===== src/rtl/wattu_pkg.sv =====
// ---------------------------------------------------------------------------
// wattu_pkg: shared types and constants for the tick-to-time converter
// Field widths, configuration register indexes, reset values and the
// handshake structs between the sequencer and the divider.
// ---------------------------------------------------------------------------
`default_nettype none

package wattu_pkg;

  // Default counter width
  localparam int TICK_BITS_DEF = 32;

  // Fixed field widths
  localparam int SEC_W  = 64;
  localparam int NS_W   = 32;
  localparam int FREQ_W = 32;
  localparam int WRAP_W = 32;
  localparam int NSPT_W = 30;
  localparam int CFG_W  = 32;
  localparam int CFG_IDX_W = 2;

  // Divider geometry: 64-bit dividend, one quotient bit per cycle
  localparam int DIVD_W    = 64;
  localparam int DIV_CNT_W = 6;

  // Configuration register indexes
  localparam logic [CFG_IDX_W-1:0] REG_TICK_FREQ   = 2'd0;
  localparam logic [CFG_IDX_W-1:0] REG_WRAP_VALUE  = 2'd1;
  localparam logic [CFG_IDX_W-1:0] REG_NS_PER_TICK = 2'd2;

  // Configuration reset values
  localparam logic [FREQ_W-1:0] TICK_FREQ_RST   = 32'd32768;
  localparam logic [WRAP_W-1:0] WRAP_VALUE_RST  = 32'hFFFF_FFFF;
  localparam logic [NSPT_W-1:0] NS_PER_TICK_RST = 30'd30517;

  // Result status codes
  localparam logic STATUS_OK          = 1'b0;
  localparam logic STATUS_NOT_STARTED = 1'b1;

  // Sequencer to divider
  typedef struct packed {
    logic start;
  } div_req_t;

  // Divider to sequencer
  typedef struct packed {
    logic busy;
    logic done;
  } div_sts_t;

endpackage

`default_nettype wire


===== src/rtl/wattu_div.sv =====
// ---------------------------------------------------------------------------
// wattu_div: iterative restoring divider
// Divides a 64-bit tick count by a 32-bit frequency, one quotient bit per
// cycle through a single 33-bit compare and subtract.
// ---------------------------------------------------------------------------
`default_nettype none

module wattu_div (
  input  wire logic                         clk,
  input  wire logic                         rst_n,
  input  wire wattu_pkg::div_req_t          req,
  input  wire logic [wattu_pkg::DIVD_W-1:0] dividend,
  input  wire logic [wattu_pkg::FREQ_W-1:0] divisor,
  output logic      [wattu_pkg::DIVD_W-1:0] quotient,
  output logic      [wattu_pkg::FREQ_W-1:0] remainder,
  output wattu_pkg::div_sts_t               sts
);
  import wattu_pkg::*;

  localparam logic [DIV_CNT_W-1:0] LAST_STEP = DIV_CNT_W'(DIVD_W - 1);

  logic [FREQ_W-1:0]    rem_r;
  logic [DIVD_W-1:0]    quo_r;
  logic [DIV_CNT_W-1:0] cnt_r;
  logic                 busy_r;
  logic                 done_r;

  logic [FREQ_W:0]      shifted;
  logic [FREQ_W:0]      diff;
  logic                 ge;
  logic [FREQ_W-1:0]    rem_nxt;

  // Shift in the next dividend bit and try one subtract
  always_comb begin
    shifted = {rem_r, quo_r[DIVD_W-1]};
    diff    = shifted - {1'b0, divisor};
    ge      = (shifted >= {1'b0, divisor});
    rem_nxt = ge ? diff[FREQ_W-1:0] : shifted[FREQ_W-1:0];
  end

  // Control: run for one step per quotient bit, pulse done at the end
  always_ff @(posedge clk) begin
    if (!rst_n) begin
      busy_r <= 1'b0;
      done_r <= 1'b0;
      cnt_r  <= '0;
    end else begin
      done_r <= 1'b0;
      if (req.start) begin
        busy_r <= 1'b1;
        cnt_r  <= '0;
      end else if (busy_r) begin
        cnt_r <= cnt_r + 1'b1;
        if (cnt_r == LAST_STEP) begin
          busy_r <= 1'b0;
          done_r <= 1'b1;
        end
      end
    end
  end

  // Datapath: partial remainder and quotient shift register
  always_ff @(posedge clk) begin
    if (req.start) begin
      rem_r <= '0;
      quo_r <= dividend;
    end else if (busy_r) begin
      rem_r <= rem_nxt;
      quo_r <= {quo_r[DIVD_W-2:0], ge};
    end
  end

  assign quotient  = quo_r;
  assign remainder = rem_r;
  assign sts.busy  = busy_r;
  assign sts.done  = done_r;

endmodule

`default_nettype wire


===== src/rtl/wrap_aware_tick_to_time_unit.sv =====
// ---------------------------------------------------------------------------
// wrap_aware_tick_to_time_unit: free-running tick counter to seconds + ns
// Sequencer, time state and output register around one divider.
// ---------------------------------------------------------------------------
// Each tick sample yields one time item (seconds, nanoseconds, status). A
// restart item, a sample taken before any restart, or a sample equal to the
// base tick goes straight from acceptance to the result load. Any other
// sample steps through the states for the wrap room, the tick delta and the
// divider launch, waits in the divide state for the 64 quotient steps of the
// bit-serial divider and its done flag, then passes the seconds accumulate
// and multiply, the base tick update and the result load. With a zero tick
// frequency the divider launch and divide states are skipped. One sample is
// in work at a time; the next is taken as soon as its result sits in the
// output register, even while that result waits to be taken. A result that
// is still waiting holds the following item in its load state until the
// output register frees up. Configuration is written through
// cfg_we/cfg_index/cfg_data; the user must write it only while idle, the
// block itself does not enforce this.
// ---------------------------------------------------------------------------
`default_nettype none

module wrap_aware_tick_to_time_unit #(
  parameter int TICK_BITS = wattu_pkg::TICK_BITS_DEF
) (
  input  wire logic                            clk,
  input  wire logic                            rst_n,
  // Configuration write port
  input  wire logic                            cfg_we,
  input  wire logic [wattu_pkg::CFG_IDX_W-1:0] cfg_index,
  input  wire logic [wattu_pkg::CFG_W-1:0]     cfg_data,
  // Sample input
  input  wire logic                            in_tvalid,
  output logic                                 in_tready,
  input  wire logic [((TICK_BITS+7)/8)*8-1:0]  in_tdata,  // [TICK_BITS-1:0] tick_sample
  input  wire logic                            in_tuser,  // [0] restart
  // Time output
  output logic                                 out_tvalid,
  input  wire logic                            out_tready,
  output logic [wattu_pkg::SEC_W+wattu_pkg::NS_W-1:0] out_tdata, // [63:0] seconds,
                                                                 // [95:64] nanoseconds
  output logic                                 out_tuser  // [0] status
);
  import wattu_pkg::*;

  localparam int EXT_W = DIVD_W - TICK_BITS;

  // Sequencer states
  localparam logic [2:0] ST_IDLE   = 3'd0;
  localparam logic [2:0] ST_ROOM   = 3'd1;
  localparam logic [2:0] ST_ADD    = 3'd2;
  localparam logic [2:0] ST_LAUNCH = 3'd3;
  localparam logic [2:0] ST_DIV    = 3'd4;
  localparam logic [2:0] ST_ACC    = 3'd5;
  localparam logic [2:0] ST_BASE   = 3'd6;
  localparam logic [2:0] ST_FIN    = 3'd7;

  // Configuration registers
  logic [FREQ_W-1:0]    freq_r;
  logic [WRAP_W-1:0]    wrap_r;
  logic [NSPT_W-1:0]    nspt_r;

  // Time state
  logic [TICK_BITS-1:0] base_r;
  logic [SEC_W-1:0]     sec_r;
  logic [NS_W-1:0]      nanos_r;
  logic                 started_r;

  // Work registers
  logic [2:0]           state_r;
  logic [TICK_BITS-1:0] samp_r;
  logic                 gt_r;
  logic                 stat_r;
  logic [DIVD_W-1:0]    room_r;
  logic [DIVD_W-1:0]    add_r;
  logic [DIVD_W-1:0]    whole_r;
  logic [NS_W-1:0]      prod_r;

  // Output register
  logic                 out_valid_r;
  logic [SEC_W-1:0]     out_sec_r;
  logic [NS_W-1:0]      out_ns_r;
  logic                 out_stat_r;

  // Divider hookup
  div_req_t             div_req;
  div_sts_t             div_sts;
  logic [DIVD_W-1:0]    div_quo;
  logic [FREQ_W-1:0]    div_rem;

  // Combinational helpers
  logic [TICK_BITS-1:0] sample;
  logic                 in_acc;
  logic                 out_free;
  logic                 freq_zero;
  logic [DIVD_W-1:0]    secs;
  logic [DIVD_W-1:0]    rem64;
  logic [NSPT_W+NS_W-1:0] mul_full;
  logic [DIVD_W-1:0]    wrap_excess;

  assign sample    = in_tdata[TICK_BITS-1:0];
  assign in_tready = (state_r == ST_IDLE);
  assign in_acc    = in_tvalid && in_tready;
  assign out_free  = !out_valid_r || out_tready;
  assign freq_zero = (freq_r == '0);
  assign div_req.start = (state_r == ST_LAUNCH);

  // Split the delta; a zero frequency takes no whole seconds
  always_comb begin
    secs        = freq_zero ? '0 : div_quo;
    rem64       = freq_zero ? add_r : {{(DIVD_W-FREQ_W){1'b0}}, div_rem};
    mul_full    = rem64[NS_W-1:0] * nspt_r;
    wrap_excess = whole_r - room_r - 1'b1;
  end

  wattu_div u_div (
    .clk       (clk),
    .rst_n     (rst_n),
    .req       (div_req),
    .dividend  (add_r),
    .divisor   (freq_r),
    .quotient  (div_quo),
    .remainder (div_rem),
    .sts       (div_sts)
  );

  // Configuration writes
  always_ff @(posedge clk) begin
    if (!rst_n) begin
      freq_r <= TICK_FREQ_RST;
      wrap_r <= WRAP_VALUE_RST;
      nspt_r <= NS_PER_TICK_RST;
    end else if (cfg_we) begin
      unique case (cfg_index)
        REG_TICK_FREQ:   freq_r <= cfg_data[FREQ_W-1:0];
        REG_WRAP_VALUE:  wrap_r <= cfg_data[WRAP_W-1:0];
        REG_NS_PER_TICK: nspt_r <= cfg_data[NSPT_W-1:0];
        default: ;
      endcase
    end
  end

  // Sequencer and time state
  always_ff @(posedge clk) begin
    if (!rst_n) begin
      state_r   <= ST_IDLE;
      base_r    <= '0;
      sec_r     <= '0;
      nanos_r   <= '0;
      started_r <= 1'b0;
      stat_r    <= STATUS_OK;
    end else begin
      unique case (state_r)
        ST_IDLE: begin
          if (in_acc) begin
            if (in_tuser) begin
              base_r    <= sample;
              sec_r     <= '0;
              nanos_r   <= '0;
              started_r <= 1'b1;
              stat_r    <= STATUS_OK;
              state_r   <= ST_FIN;
            end else if (!started_r) begin
              stat_r  <= STATUS_NOT_STARTED;
              state_r <= ST_FIN;
            end else if (sample == base_r) begin
              stat_r  <= STATUS_OK;
              state_r <= ST_FIN;
            end else begin
              stat_r  <= STATUS_OK;
              state_r <= ST_ROOM;
            end
          end
        end
        ST_ROOM:   state_r <= ST_ADD;
        ST_ADD:    state_r <= freq_zero ? ST_ACC : ST_LAUNCH;
        ST_LAUNCH: state_r <= ST_DIV;
        ST_DIV: begin
          if (div_sts.done) begin
            state_r <= ST_ACC;
          end
        end
        ST_ACC: begin
          sec_r   <= sec_r + secs;
          state_r <= ST_BASE;
        end
        ST_BASE: begin
          // Advance base tick by whole-second ticks, wrapping past wrap_value
          if (whole_r <= room_r) begin
            base_r <= base_r + whole_r[TICK_BITS-1:0];
          end else begin
            base_r <= wrap_excess[TICK_BITS-1:0];
          end
          nanos_r <= prod_r;
          state_r <= ST_FIN;
        end
        ST_FIN: begin
          if (out_free) begin
            state_r <= ST_IDLE;
          end
        end
        default: state_r <= ST_IDLE;
      endcase
    end
  end

  // Work datapath: sample capture, delta, whole ticks and product
  always_ff @(posedge clk) begin
    if (in_acc) begin
      samp_r <= sample;
      gt_r   <= (sample > base_r);
    end
    if (state_r == ST_ROOM) begin
      room_r <= {{(DIVD_W-WRAP_W){1'b0}}, wrap_r} - {{EXT_W{1'b0}}, base_r};
    end
    if (state_r == ST_ADD) begin
      if (gt_r) begin
        add_r <= {{EXT_W{1'b0}}, samp_r} - {{EXT_W{1'b0}}, base_r};
      end else begin
        add_r <= {{EXT_W{1'b0}}, samp_r} + room_r;
      end
    end
    if (state_r == ST_ACC) begin
      whole_r <= add_r - rem64;
      prod_r  <= mul_full[NS_W-1:0];
    end
  end

  // Output register: load on finish, drop on take
  always_ff @(posedge clk) begin
    if (!rst_n) begin
      out_valid_r <= 1'b0;
    end else if ((state_r == ST_FIN) && out_free) begin
      out_valid_r <= 1'b1;
    end else if (out_tready) begin
      out_valid_r <= 1'b0;
    end
  end

  always_ff @(posedge clk) begin
    if ((state_r == ST_FIN) && out_free) begin
      out_stat_r <= stat_r;
      out_sec_r  <= (stat_r == STATUS_NOT_STARTED) ? '0 : sec_r;
      out_ns_r   <= (stat_r == STATUS_NOT_STARTED) ? '0 : nanos_r;
    end
  end

  assign out_tvalid = out_valid_r;
  assign out_tdata  = {out_ns_r, out_sec_r};
  assign out_tuser  = out_stat_r;

  // A not-started item carries no time
  a_not_started_zero: assert property (@(posedge clk) disable iff (!rst_n)
    (out_tvalid && (out_tuser == STATUS_NOT_STARTED)) |-> (out_tdata == '0))
    else $error("not-started item carries nonzero time");

  // A restart item always leaves the block started
  a_restart_starts: assert property (@(posedge clk) disable iff (!rst_n)
    (in_acc && in_tuser) |=> started_r)
    else $error("restart did not set started");

  // The divider only runs while the sequencer waits on it
  a_div_in_state: assert property (@(posedge clk) disable iff (!rst_n)
    div_sts.busy |-> (state_r == ST_DIV))
    else $error("divider busy outside the divide state");

  // Short items go straight to the result load
  a_short_path: assert property (@(posedge clk) disable iff (!rst_n)
    (in_acc && (in_tuser || !started_r)) |=> (state_r == ST_FIN))
    else $error("restart or not-started item took the long path");

endmodule

`default_nettype wire


===== config.mk =====
export PLATFORM = sky130hd
export DESIGN_NAME = wrap_aware_tick_to_time_unit
export DESIGN_NICKNAME = d
export VERILOG_FILES = /design/src/rtl/wattu_pkg.sv /design/src/rtl/wattu_div.sv /design/src/rtl/wrap_aware_tick_to_time_unit.sv
export SDC_FILE = /design/constraint.sdc
export NUM_CORES = 2
export LEC_CHECK = 0
export ABC_AREA = 1
export BUFFER_PORTS_ARGS = -buffer_cell sky130_fd_sc_hd__buf_2
export CAP_MARGIN = 25
export CORE_ASPECT_RATIO = 1.25
export CORE_MARGIN = 5
export CORE_UTILIZATION = 43
export CTS_CLUSTER_SIZE = 20
export DETAILED_ROUTE_END_ITERATION = 8
export REMOVE_ABC_BUFFERS = 1
export SYNTH_ARGS = -nofsm -noshare
export SYNTH_HDL_FRONTEND = slang
export SYNTH_HIERARCHICAL = 1
export SYNTH_SLANG_ARGS = --single-unit

===== constraint.sdc =====
create_clock -name clk -period 18 [get_ports clk]
set_input_delay 0 -clock clk [delete_from_list [all_inputs] [get_ports clk]]
set_output_delay 0 -clock clk [all_outputs]
set_load 0.02 [all_outputs]

# == Word level (Yosys, flattened, before mapping) ==
# Cells that the tools add are included.
# word_totals
ff_bits,655
input_bits,72
word_cells,108
out_inout_bits,99
# op_classes
magnitude_cmp,3
n_reduce_logical,21
n_mux,32
bitwise_logic,2
eq_ne,15
multipliers,1
n_addsub,10
# ops
op,n
2-to-1 mux 64 bit,7
2-to-1 mux 32 bit,6
one-hot mux 32 bit (2 select lines),2
one-hot mux 64 bit (2 select lines),1
subtractor 32 x 32 -> 33 bit,2
adder 32 x 64 -> 64 bit,1
adder 64 bit,1
less-or-equal comparator 64 bit,1
subtractor 32 bit,2
subtractor 64 bit,1
greater-or-equal comparator 33 x 32 -> 1 bit,1
adder 32 bit,1
== test 32 bit,1
greater-than comparator 32 bit,1
logical NOT 32 bit,1
multiplier 32 x 30 -> 32 bit,1
subtractor 32 x 1 -> 32 bit (second input constant),1
one-hot mux 3 bit (8 select lines),1
2-to-1 mux 3 bit,7
== test 3 bit (second input constant),4
AND reduction 3 bit,4
2-to-1 mux 1 bit,8
AND reduction 2 bit,4
nonzero test 2 bit,4
16 further kinds,21

# == Depth between registers and ports, before layout ==
# depth
ltp_word,6
mapped_depth,38
mapped_depth_nobuf,36

# == By module ==
# The synthesis kept the hierarchy.
# by_module_without_submodules
mod,area_per_inst_um2,seq_area_each_um2,n_inst,cells_each
wrap_aware_tick_to_time_unit,52145.0,14263.7,1,6771
wattu_div,7284.5,2722.6,1,1100

# == Least setup slack after synthesis ==
# Ideal clock, no wire load.
# synth_timing
path_type,register -> register
startpoint,register state_r[0]
endpoint,"register out_ns_r[0], enable pin"
n_path_buf,0
setup_ns,0.672
synth_period_minus_slack_ns,7.769
t_required_ns,17.328
setup_slack_ns,10.231
path_stages_with_launch,3
arrival_time_ns,7.097
cell_sequence,dfxtp_1 > nand2_1 > nor3_1
# synth_between
elab_chain_len,2
# synth_rtl
item,line,source
"start, declared",wrap_aware_tick_to_time_unit.sv:69,logic [2:0] state_r;
"start signal, assigned",wrap_aware_tick_to_time_unit.sv:175,ST_ADD: state_r <= freq_zero ? ST_ACC : ST_LAUNCH;
== test 3 bit,wrap_aware_tick_to_time_unit.sv:240,if ((state_r == ST_FIN) && out_free) begin
logical AND 1 bit,wrap_aware_tick_to_time_unit.sv:240,
"end signal, assigned",wrap_aware_tick_to_time_unit.sv:243,out_ns_r <= (stat_r == STATUS_NOT_STARTED) ? '0 : nanos_r;
"end, declared",wrap_aware_tick_to_time_unit.sv:81,logic [NS_W-1:0] out_ns_r;
# No other way between the ends.
# A chain may end at the register's enable or synchronous reset.

# == Worst setup path in the final report ==
# layout_timing
startpoint,register freq_r[29]
endpoint,"register prod_r[30], data pin"
# layout_between
elab_chain_len,3
# layout_rtl
item,line,source
"start, declared",wrap_aware_tick_to_time_unit.sv:58,logic [FREQ_W-1:0] freq_r;
"start signal, assigned",wrap_aware_tick_to_time_unit.sv:134,REG_TICK_FREQ: freq_r <= cfg_data[FREQ_W-1:0];
logical NOT 32 bit,wrap_aware_tick_to_time_unit.sv:104,assign freq_zero = (freq_r == '0);
2-to-1 mux 64 bit,wrap_aware_tick_to_time_unit.sv:110,"rem64 = freq_zero ? add_r : {{(DIVD_W-FREQ_W){1'b0}}, div_rem};"
multiplier 32 x 30 -> 32 bit,wrap_aware_tick_to_time_unit.sv:111,mul_full = rem64[NS_W-1:0] * nspt_r;
via mul_full[30],wrap_aware_tick_to_time_unit.sv:97,logic [NSPT_W+NS_W-1:0] mul_full;
"end signal, assigned",wrap_aware_tick_to_time_unit.sv:224,prod_r <= mul_full[NS_W-1:0];
"end, declared",wrap_aware_tick_to_time_unit.sv:76,logic [NS_W-1:0] prod_r;
# The timed path passes the listed nets, and every way through them passes these cells.

==> metrics.txt <==
outcome=complete, no violations; I/O pin count=171; vias=53.7k; root buf cell=clkbuf_16; unrepaired setup endpoints after global routing=false; Max H-tree Level=3; DP HPWL=173 mm; Setup TNS=0 ps; Required @ worst endpoint=18,470 ps; Final Hold Fails=0; WP data arrival=9970 ps; input/output buffers=170; Worst Setup Start Kind=register; fin crit share=0.528; delay-heaviest family, CP=adder cells; max_cap viols=0; die width=342 um; clock buffer count from CTS=78; TritonCTS clock tree=built; Residual DRC=0; Critical-path top delay cell=buf_4; WP depth=35; Area Growth Syn to Fin=10.6%; global-route wire length before repair=325 mm; Initial Util=0.433; Avg Inst Size Synth=7.55 um2; Routed wire per std cell=21.8 um; Worst Reg-to-Reg Cells=35; Max Fclk=105 MHz; buffers and inverters on the worst path=9; GR Overflow Total=0; total wire length=217 mm; Initial DRC Count=4,532; Worst-Skew Late Latency=720 ps; DIE AREA=146,000 um2; worst-path fanout max=88; Relative slew margins=0.227; CP Class=register to register; vias in the first global route=53.0k; gr usage total=0.294; Setup-failing EPs final=0; minimum clock period=9510 ps; Nets=8,984; synthesized area=59,400 um2; Resize count post-CTS=0; crit-path max cell delay=820 ps; largest net degree at the start of global routing=89; worst hold path depth=2; Post-Syn Instances=7,870; std cell rows=152; Sink Count=655; Final Core Density=0.479; die height=426 um; Max Slew Vio Count=0; Final ANT Viol Nets=0; Worst Skew=54.6 ps; GP Congestion=1.01; Worst-path clk slew=60 ps; share of layout cells above drive strength 1=0.0555; worst-margin pin slew=1160 ps; drt pass-1 iters=8; Clock Tree Buf Depth=3; post-DR vias/cell=5.40; YS warnings=6; final hold slack=80.8 ps; Core Area=137,000 um2; Filler Cells Inserted=14.0k; crit end category=register; HP Class=primary input to register; antenna violations before repair=5
## routing by layer
| layer | track usage | share of wire |
|---|---|---|
| met1 | 0.358 | 0.39 |
| met2 | 0.499 | 0.47 |
| met3 | 0.0523 | 0.070 |
| met4 | 0.155 | 0.065 |
| met5 | 0 | 0 |
## area by class of cell
type / instances / area (um2) / share of cell area
clock buffer: 105 / 2260 / 0.0344
multi-input combinational: 5548 / 36200 / 0.550
antenna: 6 / 15.0 / 0.000228
timing repair buffer: 303 / 2140 / 0.0325
clock inverter: 39 / 455 / 0.00693
tap: 1848 / 2310 / 0.0352
inverter: 1440 / 5410 / 0.0822
sequential: 655 / 17000 / 0.258
## worst register-to-register path: cells and delay by family, from the launching register on
family          cells  cell delay (ps)
fa+ha+maj           9             4290
simple gates       12             1910
flops               1              320
compound gates      5             1240
buf+inv             9             1520
## stage by stage
stage	cells	worst slack (ps)	area [um2]
2_1_floorplan	7643	6230	58500
3_3_place_gp	9709	8510	62100
3_5_place_dp	9711	8490	62100
4_1_cts	9934	8480	65600
5_1_grt	9938	7970	65700
6_report	9944	8490	65700
## sequential cells by signal, summed over array words and instances, names as in the netlist, 33 cells and up
signal,count
sec_r,64
room_r,33
u_div/quotient,64
out_sec_r,64
whole_r,64
add_r,64
## timing repair
action,in CTS,in global routing
hold endpoints to repair,166,0
buffers inserted,0,0
hold buffers,79,0
## cells in the final DEF (no fill, tap or decap), types with 69 or more instances in the layout
master and instances:
nand2_1 1759, inv_1 1420, nor2_1 887, a21oi_1 573, ha_1 469, fa_1 417, edfxtp_1 387, o21ai_0 371
nand3_1 299, dfxtp_1 267, buf_2 169, xor2_1 143, clkbuf_16 83, dlygate4sd3_1 79, a31oi_1 69
## final timing paths
path                             from                  endpoint  slack (ps)
max           freq_r[29]$_SDFFE_PN0P_      prod_r[30]$_DFFE_PP_        8490
min                       in_tdata[3]       samp_r[3]$_DFFE_PP_          80
max reg2reg   freq_r[29]$_SDFFE_PN0P_      prod_r[30]$_DFFE_PP_        8490
min reg2reg  nanos_r[20]$_SDFFE_PN0P_  nanos_r[20]$_SDFFE_PN0P_         460
Power is left out: the tool's default activity adds up to more than one toggle a clock period on the data nets, which glitch-free logic cannot reach.
